$ cat src/rtl/letx_pkg.sv
// ----------------------------------------------------------------------------
// letx_pkg
// Types and constants of the link ETX estimator.
// ----------------------------------------------------------------------------
`default_nettype none

package letx_pkg;

    // Field widths
    localparam int SlotW   = 3;
    localparam int CntW    = 16;
    localparam int EtxW    = 20;
    localparam int WeightW = 9;

    // Stream payload widths (tdata padded to whole bytes)
    localparam int SDataW = 88;
    localparam int MDataW = 24;

    // Datapath widths
    localparam int MulAW  = 20;
    localparam int MulBW  = 17;
    localparam int MulPW  = MulAW + MulBW;
    localparam int NumW   = 41;
    localparam int DenW   = 33;
    localparam int AccW   = 29;
    localparam int DivSteps = 20;
    localparam int DivCntW  = 5;

    // Q12.8 constants
    localparam logic [EtxW-1:0]    EtxOne     = 20'd256;
    localparam logic [EtxW-1:0]    EtxOneHalf = 20'd384;
    localparam logic [EtxW-1:0]    EtxMax     = 20'hFFFFF;
    localparam logic [WeightW-1:0] WeightFull = 9'd256;
    localparam logic [WeightW-1:0] WeightRst  = 9'd192;
    localparam logic [AccW-1:0]    RoundHalf  = 29'd128;

    // Register map: one register index bit above the word offset
    localparam int RegIdxW = 1;
    localparam logic [RegIdxW-1:0] RegEwmaWeight = 1'b0;

    // Sequencer states
    typedef enum logic [3:0] {
        ST_IDLE,
        ST_EVAL,
        ST_MUL_NUM,
        ST_MUL_DEN,
        ST_DIV_CHK,
        ST_DIV,
        ST_MUL_OLD,
        ST_MUL_NEW,
        ST_FINISH
    } letx_state_t;

    // Counter moved into Q12.8 with saturation
    function automatic logic [EtxW-1:0] sat_q8(input logic [CntW-1:0] cnt);
        logic [EtxW-1:0] res;
        if (cnt[CntW-1:EtxW-8] != '0) begin
            res = EtxMax;
        end else begin
            res = {cnt[EtxW-9:0], 8'd0};
        end
        return res;
    endfunction

endpackage

`default_nettype wire

$ cat src/rtl/link_etx_estimator_unit.sv
// ----------------------------------------------------------------------------
// link_etx_estimator_unit
// Smoothed ETX per parent slot from per-neighbour link counters.
// ----------------------------------------------------------------------------
// Usage:
// s_* beats carry one neighbour's counter snapshot and its parent slot; every
// beat yields exactly one m_* beat with the slot, its ETX (Q12.8) and a flag
// that says whether the entry was blended.
// The ewma_weight register sits on the APB port at byte address 0.
// Timing: one beat is worked on at a time; s_tready is low from acceptance
// until the result is loaded into the output register. A skipped item goes
// from evaluation straight to write back, a sample without division skips the
// counter products and the divide, and a full sample takes two products on the
// shared 20x17 multiplier, a saturation check, 20 restoring divide steps, two
// blend products and write back. The divider gives one quotient bit per cycle.
// A finished result waits in the output register; while it is stalled by
// m_tready the sequencer holds in its last step and takes no new beat.
// Reset (aresetn low, synchronous) sets every ETX entry to 1.0, the weight to
// 192 and empties the output register.
// ----------------------------------------------------------------------------
`default_nettype none

module link_etx_estimator_unit #(
    parameter int PARENT_SLOTS = 8
) (
    input  wire                          aclk,
    input  wire                          aresetn,
    // APB register port
    input  wire                          psel,
    input  wire                          penable,
    input  wire                          pwrite,
    input  wire  [2:0]                   paddr,
    input  wire  [31:0]                  pwdata,
    output logic [31:0]                  prdata,
    output logic                         pready,
    // Input stream
    input  wire                          s_tvalid,
    output logic                         s_tready,
    // parent_slot[2:0], net_pkts[18:3], packs_radio[34:19], acks_seen[50:35],
    // drops_seen[66:51], packs_first_try[82:67], zero pad[87:83]
    input  wire  [letx_pkg::SDataW-1:0]  s_tdata,
    // is_parent[0]
    input  wire                          s_tuser,
    // Result stream
    output logic                         m_tvalid,
    input  wire                          m_tready,
    // slot_out[2:0], etx_value[22:3], zero pad[23]
    output logic [letx_pkg::MDataW-1:0]  m_tdata,
    // was_updated[0]
    output logic                         m_tuser
);

    import letx_pkg::*;

    // Slot is 3 bits wide, so no more than 8 entries are reachable
    localparam int TableDepth = (PARENT_SLOTS < 8) ? PARENT_SLOTS : 8;
    localparam int IdxW       = (TableDepth > 1) ? $clog2(TableDepth) : 1;

    // Sequencer and captured item
    letx_state_t          state_reg, state_next;
    logic [SlotW-1:0]     slot_reg, slot_next;
    logic                 parent_reg, parent_next;
    logic [CntW-1:0]      net_reg, net_next;
    logic [CntW-1:0]      tx_reg, tx_next;
    logic [CntW-1:0]      acks_reg, acks_next;
    logic [CntW-1:0]      drops_reg, drops_next;
    logic [CntW-1:0]      once_reg, once_next;

    // Working registers
    logic [EtxW-1:0]      old_reg, old_next;
    logic [EtxW-1:0]      sample_reg, sample_next;
    logic [NumW-1:0]      num_reg, num_next;
    logic [DenW-1:0]      den_reg, den_next;
    logic [DenW-1:0]      rem_reg, rem_next;
    logic [DivCntW-1:0]   cnt_reg, cnt_next;
    logic [AccW-1:0]      acc_reg, acc_next;
    logic                 upd_reg, upd_next;

    // Output register
    logic                 m_valid_reg, m_valid_next;
    logic [SlotW-1:0]     m_slot_reg, m_slot_next;
    logic [EtxW-1:0]      m_etx_reg, m_etx_next;
    logic                 m_upd_reg, m_upd_next;

    // Configuration and table
    logic [WeightW-1:0]   weight_reg;
    logic [EtxW-1:0]      etx_table_reg [TableDepth];

    // Combinational helpers
    logic [WeightW-1:0]   weight_eff;
    logic [MulAW-1:0]     mul_a;
    logic [MulBW-1:0]     mul_b;
    logic [MulPW-1:0]     prod;
    logic [DenW:0]        trial;
    logic                 trial_ge;
    logic [AccW-8-1:0]    blended;
    logic [EtxW-1:0]      final_val;
    logic                 in_range;
    logic [IdxW-1:0]      tbl_idx;
    logic                 tbl_we;
    logic                 cfg_wr;

    // ------------------------------------------------------------------------
    // APB register port
    // ------------------------------------------------------------------------
    assign pready = 1'b1;
    assign cfg_wr = psel & penable & pwrite & pready;

    always_comb begin
        prdata = '0;
        if (paddr[2] == RegEwmaWeight) begin
            prdata = {{(32-WeightW){1'b0}}, weight_reg};
        end
    end

    always_ff @(posedge aclk) begin
        if (!aresetn) begin
            weight_reg <= WeightRst;
        end else if (cfg_wr && paddr[2] == RegEwmaWeight) begin
            weight_reg <= pwdata[WeightW-1:0];
        end
    end

    // Weights above one act as one
    assign weight_eff = weight_reg[WeightW-1] ? WeightFull : weight_reg;

    // ------------------------------------------------------------------------
    // Shared multiplier, operands picked by the sequencer
    // ------------------------------------------------------------------------
    always_comb begin
        mul_a = '0;
        mul_b = '0;
        case (state_reg)
            ST_MUL_NUM: begin
                mul_a = MulAW'(tx_reg);
                mul_b = MulBW'(net_reg) + MulBW'(1);
            end
            ST_MUL_DEN: begin
                mul_a = MulAW'(acks_reg);
                mul_b = MulBW'(once_reg) + MulBW'(1);
            end
            ST_MUL_OLD: begin
                mul_a = old_reg;
                mul_b = MulBW'(weight_eff);
            end
            ST_MUL_NEW: begin
                mul_a = sample_reg;
                mul_b = MulBW'(WeightFull - weight_eff);
            end
            default: begin
                mul_a = '0;
                mul_b = '0;
            end
        endcase
    end

    assign prod = MulPW'(mul_a) * MulPW'(mul_b);

    // Divider trial subtract: one quotient bit per step
    assign trial    = {rem_reg, num_reg[DivSteps-1]};
    assign trial_ge = (trial >= {1'b0, den_reg});

    // Rounded blend, saturated to Q12.8
    assign blended   = acc_reg[AccW-1:8];
    assign final_val = blended[AccW-9] ? EtxMax : blended[EtxW-1:0];

    assign in_range = (int'(slot_reg) < TableDepth);
    assign tbl_idx  = slot_reg[IdxW-1:0];
    assign tbl_we   = (state_reg == ST_FINISH) && upd_reg && (!m_valid_reg || m_tready);

    // ------------------------------------------------------------------------
    // Next state and datapath control
    // ------------------------------------------------------------------------
    always_comb begin
        state_next   = state_reg;
        slot_next    = slot_reg;
        parent_next  = parent_reg;
        net_next     = net_reg;
        tx_next      = tx_reg;
        acks_next    = acks_reg;
        drops_next   = drops_reg;
        once_next    = once_reg;
        old_next     = old_reg;
        sample_next  = sample_reg;
        num_next     = num_reg;
        den_next     = den_reg;
        rem_next     = rem_reg;
        cnt_next     = cnt_reg;
        acc_next     = acc_reg;
        upd_next     = upd_reg;
        m_valid_next = m_valid_reg;
        m_slot_next  = m_slot_reg;
        m_etx_next   = m_etx_reg;
        m_upd_next   = m_upd_reg;
        s_tready     = (state_reg == ST_IDLE);

        // Output register drains on its own handshake
        if (m_valid_reg && m_tready) begin
            m_valid_next = 1'b0;
        end

        case (state_reg)
            ST_IDLE: begin
                if (s_tvalid) begin
                    slot_next   = s_tdata[2:0];
                    net_next    = s_tdata[18:3];
                    tx_next     = s_tdata[34:19];
                    acks_next   = s_tdata[50:35];
                    drops_next  = s_tdata[66:51];
                    once_next   = s_tdata[82:67];
                    parent_next = s_tuser;
                    state_next  = ST_EVAL;
                end
            end
            ST_EVAL: begin
                upd_next = 1'b0;
                if (!in_range) begin
                    old_next   = '0;
                    state_next = ST_FINISH;
                end else begin
                    old_next = etx_table_reg[tbl_idx];
                    if (!parent_reg || net_reg == '0) begin
                        state_next = ST_FINISH;
                    end else begin
                        upd_next = 1'b1;
                        if (tx_reg == '0) begin
                            sample_next = (drops_reg <= CntW'(1)) ? EtxOneHalf
                                                                  : sat_q8(drops_reg);
                            state_next  = ST_MUL_OLD;
                        end else if (acks_reg == '0) begin
                            sample_next = sat_q8(tx_reg);
                            state_next  = ST_MUL_OLD;
                        end else begin
                            state_next = ST_MUL_NUM;
                        end
                    end
                end
            end
            ST_MUL_NUM: begin
                num_next   = {prod[DenW-1:0], 8'd0};
                state_next = ST_MUL_DEN;
            end
            ST_MUL_DEN: begin
                den_next   = prod[DenW-1:0];
                state_next = ST_DIV_CHK;
            end
            ST_DIV_CHK: begin
                // Quotient fits 20 bits only if the upper dividend bits stay below den
                if (DenW'(num_reg[NumW-1:DivSteps]) >= den_reg) begin
                    sample_next = EtxMax;
                    state_next  = ST_MUL_OLD;
                end else begin
                    rem_next   = DenW'(num_reg[NumW-1:DivSteps]);
                    cnt_next   = '0;
                    state_next = ST_DIV;
                end
            end
            ST_DIV: begin
                if (trial_ge) begin
                    rem_next = DenW'(trial - {1'b0, den_reg});
                end else begin
                    rem_next = trial[DenW-1:0];
                end
                sample_next = {sample_reg[EtxW-2:0], trial_ge};
                num_next    = {num_reg[NumW-2:0], 1'b0};
                cnt_next    = cnt_reg + DivCntW'(1);
                if (cnt_reg == DivCntW'(DivSteps - 1)) begin
                    state_next = ST_MUL_OLD;
                end
            end
            ST_MUL_OLD: begin
                acc_next   = AccW'(prod) + RoundHalf;
                state_next = ST_MUL_NEW;
            end
            ST_MUL_NEW: begin
                acc_next   = acc_reg + AccW'(prod);
                state_next = ST_FINISH;
            end
            ST_FINISH: begin
                if (!m_valid_reg || m_tready) begin
                    m_valid_next = 1'b1;
                    m_slot_next  = slot_reg;
                    m_etx_next   = upd_reg ? final_val : old_reg;
                    m_upd_next   = upd_reg;
                    state_next   = ST_IDLE;
                end
            end
            default: begin
                state_next = ST_IDLE;
            end
        endcase
    end

    // ------------------------------------------------------------------------
    // State register
    // ------------------------------------------------------------------------
    always_ff @(posedge aclk) begin
        if (!aresetn) begin
            state_reg   <= ST_IDLE;
            m_valid_reg <= 1'b0;
        end else begin
            state_reg   <= state_next;
            m_valid_reg <= m_valid_next;
        end
    end

    // Payload and working registers
    always_ff @(posedge aclk) begin
        slot_reg   <= slot_next;
        parent_reg <= parent_next;
        net_reg    <= net_next;
        tx_reg     <= tx_next;
        acks_reg   <= acks_next;
        drops_reg  <= drops_next;
        once_reg   <= once_next;
        old_reg    <= old_next;
        sample_reg <= sample_next;
        num_reg    <= num_next;
        den_reg    <= den_next;
        rem_reg    <= rem_next;
        cnt_reg    <= cnt_next;
        acc_reg    <= acc_next;
        upd_reg    <= upd_next;
        m_slot_reg <= m_slot_next;
        m_etx_reg  <= m_etx_next;
        m_upd_reg  <= m_upd_next;
    end

    // ETX table: every entry back to 1.0 on reset
    always_ff @(posedge aclk) begin
        if (!aresetn) begin
            for (int i = 0; i < TableDepth; i++) begin
                etx_table_reg[i] <= EtxOne;
            end
        end else if (tbl_we) begin
            etx_table_reg[tbl_idx] <= final_val;
        end
    end

    // Output ports
    assign m_tvalid = m_valid_reg;
    assign m_tdata  = {{(MDataW-SlotW-EtxW){1'b0}}, m_etx_reg, m_slot_reg};
    assign m_tuser  = m_upd_reg;

endmodule

`default_nettype wire

$ cat config.mk
export PLATFORM = sky130hd
export DESIGN_NAME = link_etx_estimator_unit
export DESIGN_NICKNAME = d
export VERILOG_FILES = /design/src/rtl/letx_pkg.sv /design/src/rtl/link_etx_estimator_unit.sv
export SDC_FILE = /design/constraint.sdc
export NUM_CORES = 2
export LEC_CHECK = 0
export BUFFER_PORTS_ARGS = -buffer_cell sky130_fd_sc_hd__buf_2
export CAP_MARGIN = 40
export CORE_ASPECT_RATIO = 1.5
export CORE_UTILIZATION = 40
export CTS_CLUSTER_SIZE = 28
export DETAILED_ROUTE_END_ITERATION = 10
export PLACE_DENSITY = 0.55
export SETUP_SLACK_MARGIN = 0.02
export SYNTH_ARGS = -nofsm -noshare
export SYNTH_HDL_FRONTEND = slang
export SYNTH_SLANG_ARGS = --single-unit
$ cat constraint.sdc
create_clock -name aclk -period 12.9 [get_ports aclk]
set_clock_uncertainty 0.1 [all_clocks]
set_input_delay 0 -clock aclk [delete_from_list [all_inputs] [get_ports aclk]]
set_output_delay 0 -clock aclk [all_outputs]
set_load 0.1 [all_outputs]
==> impl_metrics.py <==
metrics = {
    "run_status": {
        "outcome": "finished clean",
    },
    "timing": {
        "period_share": 0.903,
        "worst-slew-pin-transition_ns": 0.892,
        "slew_violations": 0,
        "tns_ns": 0,
        "rsz0062_at_grt": "false",
        "slew_headroom": 0.397,
        "setup_viol": 0,
        "fmax_mhz": 85.9,
        "finalCriticalPeriod_ns": 11.64,
        "fin_ws_ns": 1.26,
        "finalHoldViolations": 0,
    },
    "cts": {
        "clkSinkCount": 456,
        "cts_tree": "done",
        "cts_resized": 0,
        "cts_root_buffer": "clkbuf_16",
        "clockBufferDepth": 3,
        "htreeDepth": 2,
        "cts_made_buffers": 45,
        "clkTransAtPathRegs_ns": 0.07,
        "clkLatencyLatePin_ns": 0.62,
    },
    "finish": {
        "finalNonFillerCells": 4838,
        "synthToLayoutAreaGrowth_pct": 16.7,
        "largest_reg_flops": 160,
        "antenna_cells": 0,
        "n_fill_cell": 7865,
        "drive_above_1_share": 0.0888,
        "layout.nets": 4258,
    },
    "power_and_ir_drop": {
        "p_per_area_nw_per_um2": 88.6,
        "vdd_ir_drop_max_v": 0.000109,
        "power.total_mw": 3.50,
        "power_leakage_nw": 16.6,
    },
    "synthesis": {
        "synth.avg_cell_area_sq_um": 10.1,
        "synth_edf_count": 442,
        "synth.cell_area_sq_um": 33900,
        "ys.flop_type": "edfxtp_1",
        "ys_async_sr_fraction": 0,
        "yosysUniqueCellTypes": 92,
        "synth_top_cell_area_share": 0.392,
        "synthCells": 3367,
        "yosysTopAreaCell": "edfxtp_1",
        "synth-seq-cells": 456,
        "synthTopCellsByArea": "edfxtp_1, fa_1, ha_1",
        "yosysWarnings": 0,
        "synth_seq_area_share": 0.400,
    },
    "worst_setup_path": {
        "slowest_stage": "and2_0",
        "end_kind": "flip-flop",
        "cp_max_fo": 33,
        "crit_top_cell": "fa_1",
        "cp_data_arrival_time_ns": 11.92,
        "cp-start-kind": "flip-flop",
        "worstSetupPathType": "flip-flop to flip-flop",
        "critPathRequiredTime_ns": 13.17,
        "cp_slowest_stage_delay_ns": 0.72,
    },
    "floorplan": {
        "row_count": 130,
        "pin_count": 191,
        "start_util": 0.404,
        "core-area_sq_um": 83800,
        "die-area_sq_um": 85900,
        "die_h_um": 358,
        "die_w_um": 240,
    },
    "detailed_routing": {
        "wl_per_cell_um": 21.6,
        "drt_first_pass_iters": 9,
        "antenna_left": 0,
        "via_per_inst": 5.44,
        "dr.first_iter.drc_count": 1724,
        "drcViolationCount": 0,
        "vias": 26300,
        "drt_wl_total_um": 105000,
    },
    "place": {
        "pre_cts_ws_ns": 1.31,
        "gp_congestion": 0.913,
        "dp_hpwl_um": 75900,
        "port_buffers": 135,
        "dp.cells": 4570,
    },
    "grt": {
        "grt_usage": 0.250,
        "grt_pass1_wl_um": 161000,
        "grt_pass1_vias": 27500,
        "antenna_found_initial": 1,
        "grt_max_degree": 71,
        "grt_overflow": 0,
    },
    "job": {
        "maxCapViolations": 0,
    },
    "hold_path": {
        "min_path_type": "primary input to flip-flop",
    },
}
==> cell usage after synthesis (34+ instances only) <==
library cell    n
a21oi_1       163
and2_1         49
nor2_1        405
ha_1          177
a22oi_1        83
inv_1         392
nor3_1         37
clkbuf_1      130
fa_1          266
xor2_1         34
nand2_1       432
o21ai_0        87
a21o_1         41
xnor2_1        65
nand3_1        46
edfxtp_1      442
==> cell usage in the layout (no fill, tap or decap), types with 17 or more instances in the layout <==
| master | netlist | routed |
|---|---|---|
| a211oi_1 | 23 | 23 |
| a21o_1 | 41 | 41 |
| a21oi_1 | 163 | 162 |
| a22oi_1 | 83 | 83 |
| and2_1 | 49 | 47 |
| and3_1 | 23 | 22 |
| buf_2 | 10 | 136 |
| buf_4 | 25 | 64 |
| clkbuf_16 | 0 | 45 |
| conb_1 | 2 | 47 |
| dlygate4sd3_1 | 0 | 189 |
| edfxtp_1 | 442 | 442 |
| fa_1 | 266 | 266 |
| ha_1 | 177 | 177 |
| inv_1 | 392 | 392 |
| mux2i_1 | 23 | 23 |
| nand2_1 | 432 | 432 |
| nand2b_1 | 17 | 17 |
| nand3_1 | 46 | 45 |
| nand4_1 | 31 | 31 |
| nor2_1 | 405 | 403 |
| nor2b_1 | 29 | 28 |
| nor3_1 | 37 | 35 |
| nor4_1 | 32 | 32 |
| o21a_1 | 23 | 23 |
| o21ai_0 | 87 | 85 |
| o21bai_1 | 18 | 17 |
| xnor2_1 | 65 | 65 |
| xor2_1 | 34 | 34 |
==> cell type report <==
| class | count | area (sq um) | share of cell area |
|---|---|---|---|
| flip-flops and latches | 456 | 13600 | 0.343 |
| multi-input cells | 2389 | 18300 | 0.463 |
| inverters | 394 | 1480 | 0.0375 |
| well taps | 1122 | 1400 | 0.0355 |
| clock inverters | 28 | 405 | 0.0103 |
| clock buffers | 51 | 1150 | 0.0290 |
| repair buffers | 398 | 3230 | 0.0817 |
==> worst paths after layout <==
path	startpoint	to	slack [ns]	cells after the start
max reg2reg	state_reg[1]$_SDFFE_PN0P_	acc_reg[28]$_DFFE_PN_	1.26	36
min	s_tuser	parent_reg$_DFFE_PP_	0.03	2
min reg2reg	num_reg[15]$_DFFE_PP_	num_reg[16]$_DFFE_PP_	0.41	2
max	state_reg[1]$_SDFFE_PN0P_	acc_reg[28]$_DFFE_PN_	1.26	36
==> through the flow <==
stage	hold slack [ns]	instance area [sq um]	util
global placement	0.0764	35900	0.429
finish	0.0297	39500	0.472
detailed placement	0.0781	36100	0.431
global route	0.00135	39500	0.472
floorplan	-0.00113	34100	-
CTS	0.00282	39500	0.472
==> routing by layer <==
metal / GRT usage / part of all wire / up-vias
li1: - / - / 12100
met1: 0.281 / 0.37 / 13100
met2: 0.464 / 0.53 / 821
met3: 0.0277 / 0.048 / 228
met4: 0.128 / 0.054 / 0
met5: 0 / 0 / -
==> what timing repair did <==
item                      CTS  global route
buffers inserted            0             0
hold buffers              189             0
hold endpoints to repair  112             0
==> report_power, final <==
group	total, mW	switching [mW]	internal, mW
logic	0.383	0.241	0.142
clock network	1.42	0.609	0.808
registers	1.71	0.0318	1.67
==> kinds of logic (layout without fill, tap and decap cells) <==
group	after synthesis	count (layout)	share of synthesized area
other	2	47	0.000222
DFF	456	456	0.400
xor gates and xnor gates	100	100	0.0261
AOI/OAI and AO/OA	609	609	0.123
adders and majority gates	443	443	0.223
buffers and inverters	567	871	0.0668
muxes	28	28	0.00846
and+or+nand+nor	1162	1162	0.153
==> worst max-delay path, delay by kind of cell (launching register included) <==
kind                     cells  cell delay, ns
adder cells (fa/ha/maj)      8            3.92
AND/OR/NAND/NOR              9            3.11
AO/OA/AOI/OAI               10            2.44
XOR/XNOR                     4            0.62
buffers and inverters        4            0.60
flip-flops                   1            0.42
multiplexers                 1            0.17
(Power assumes the default switching activity.)
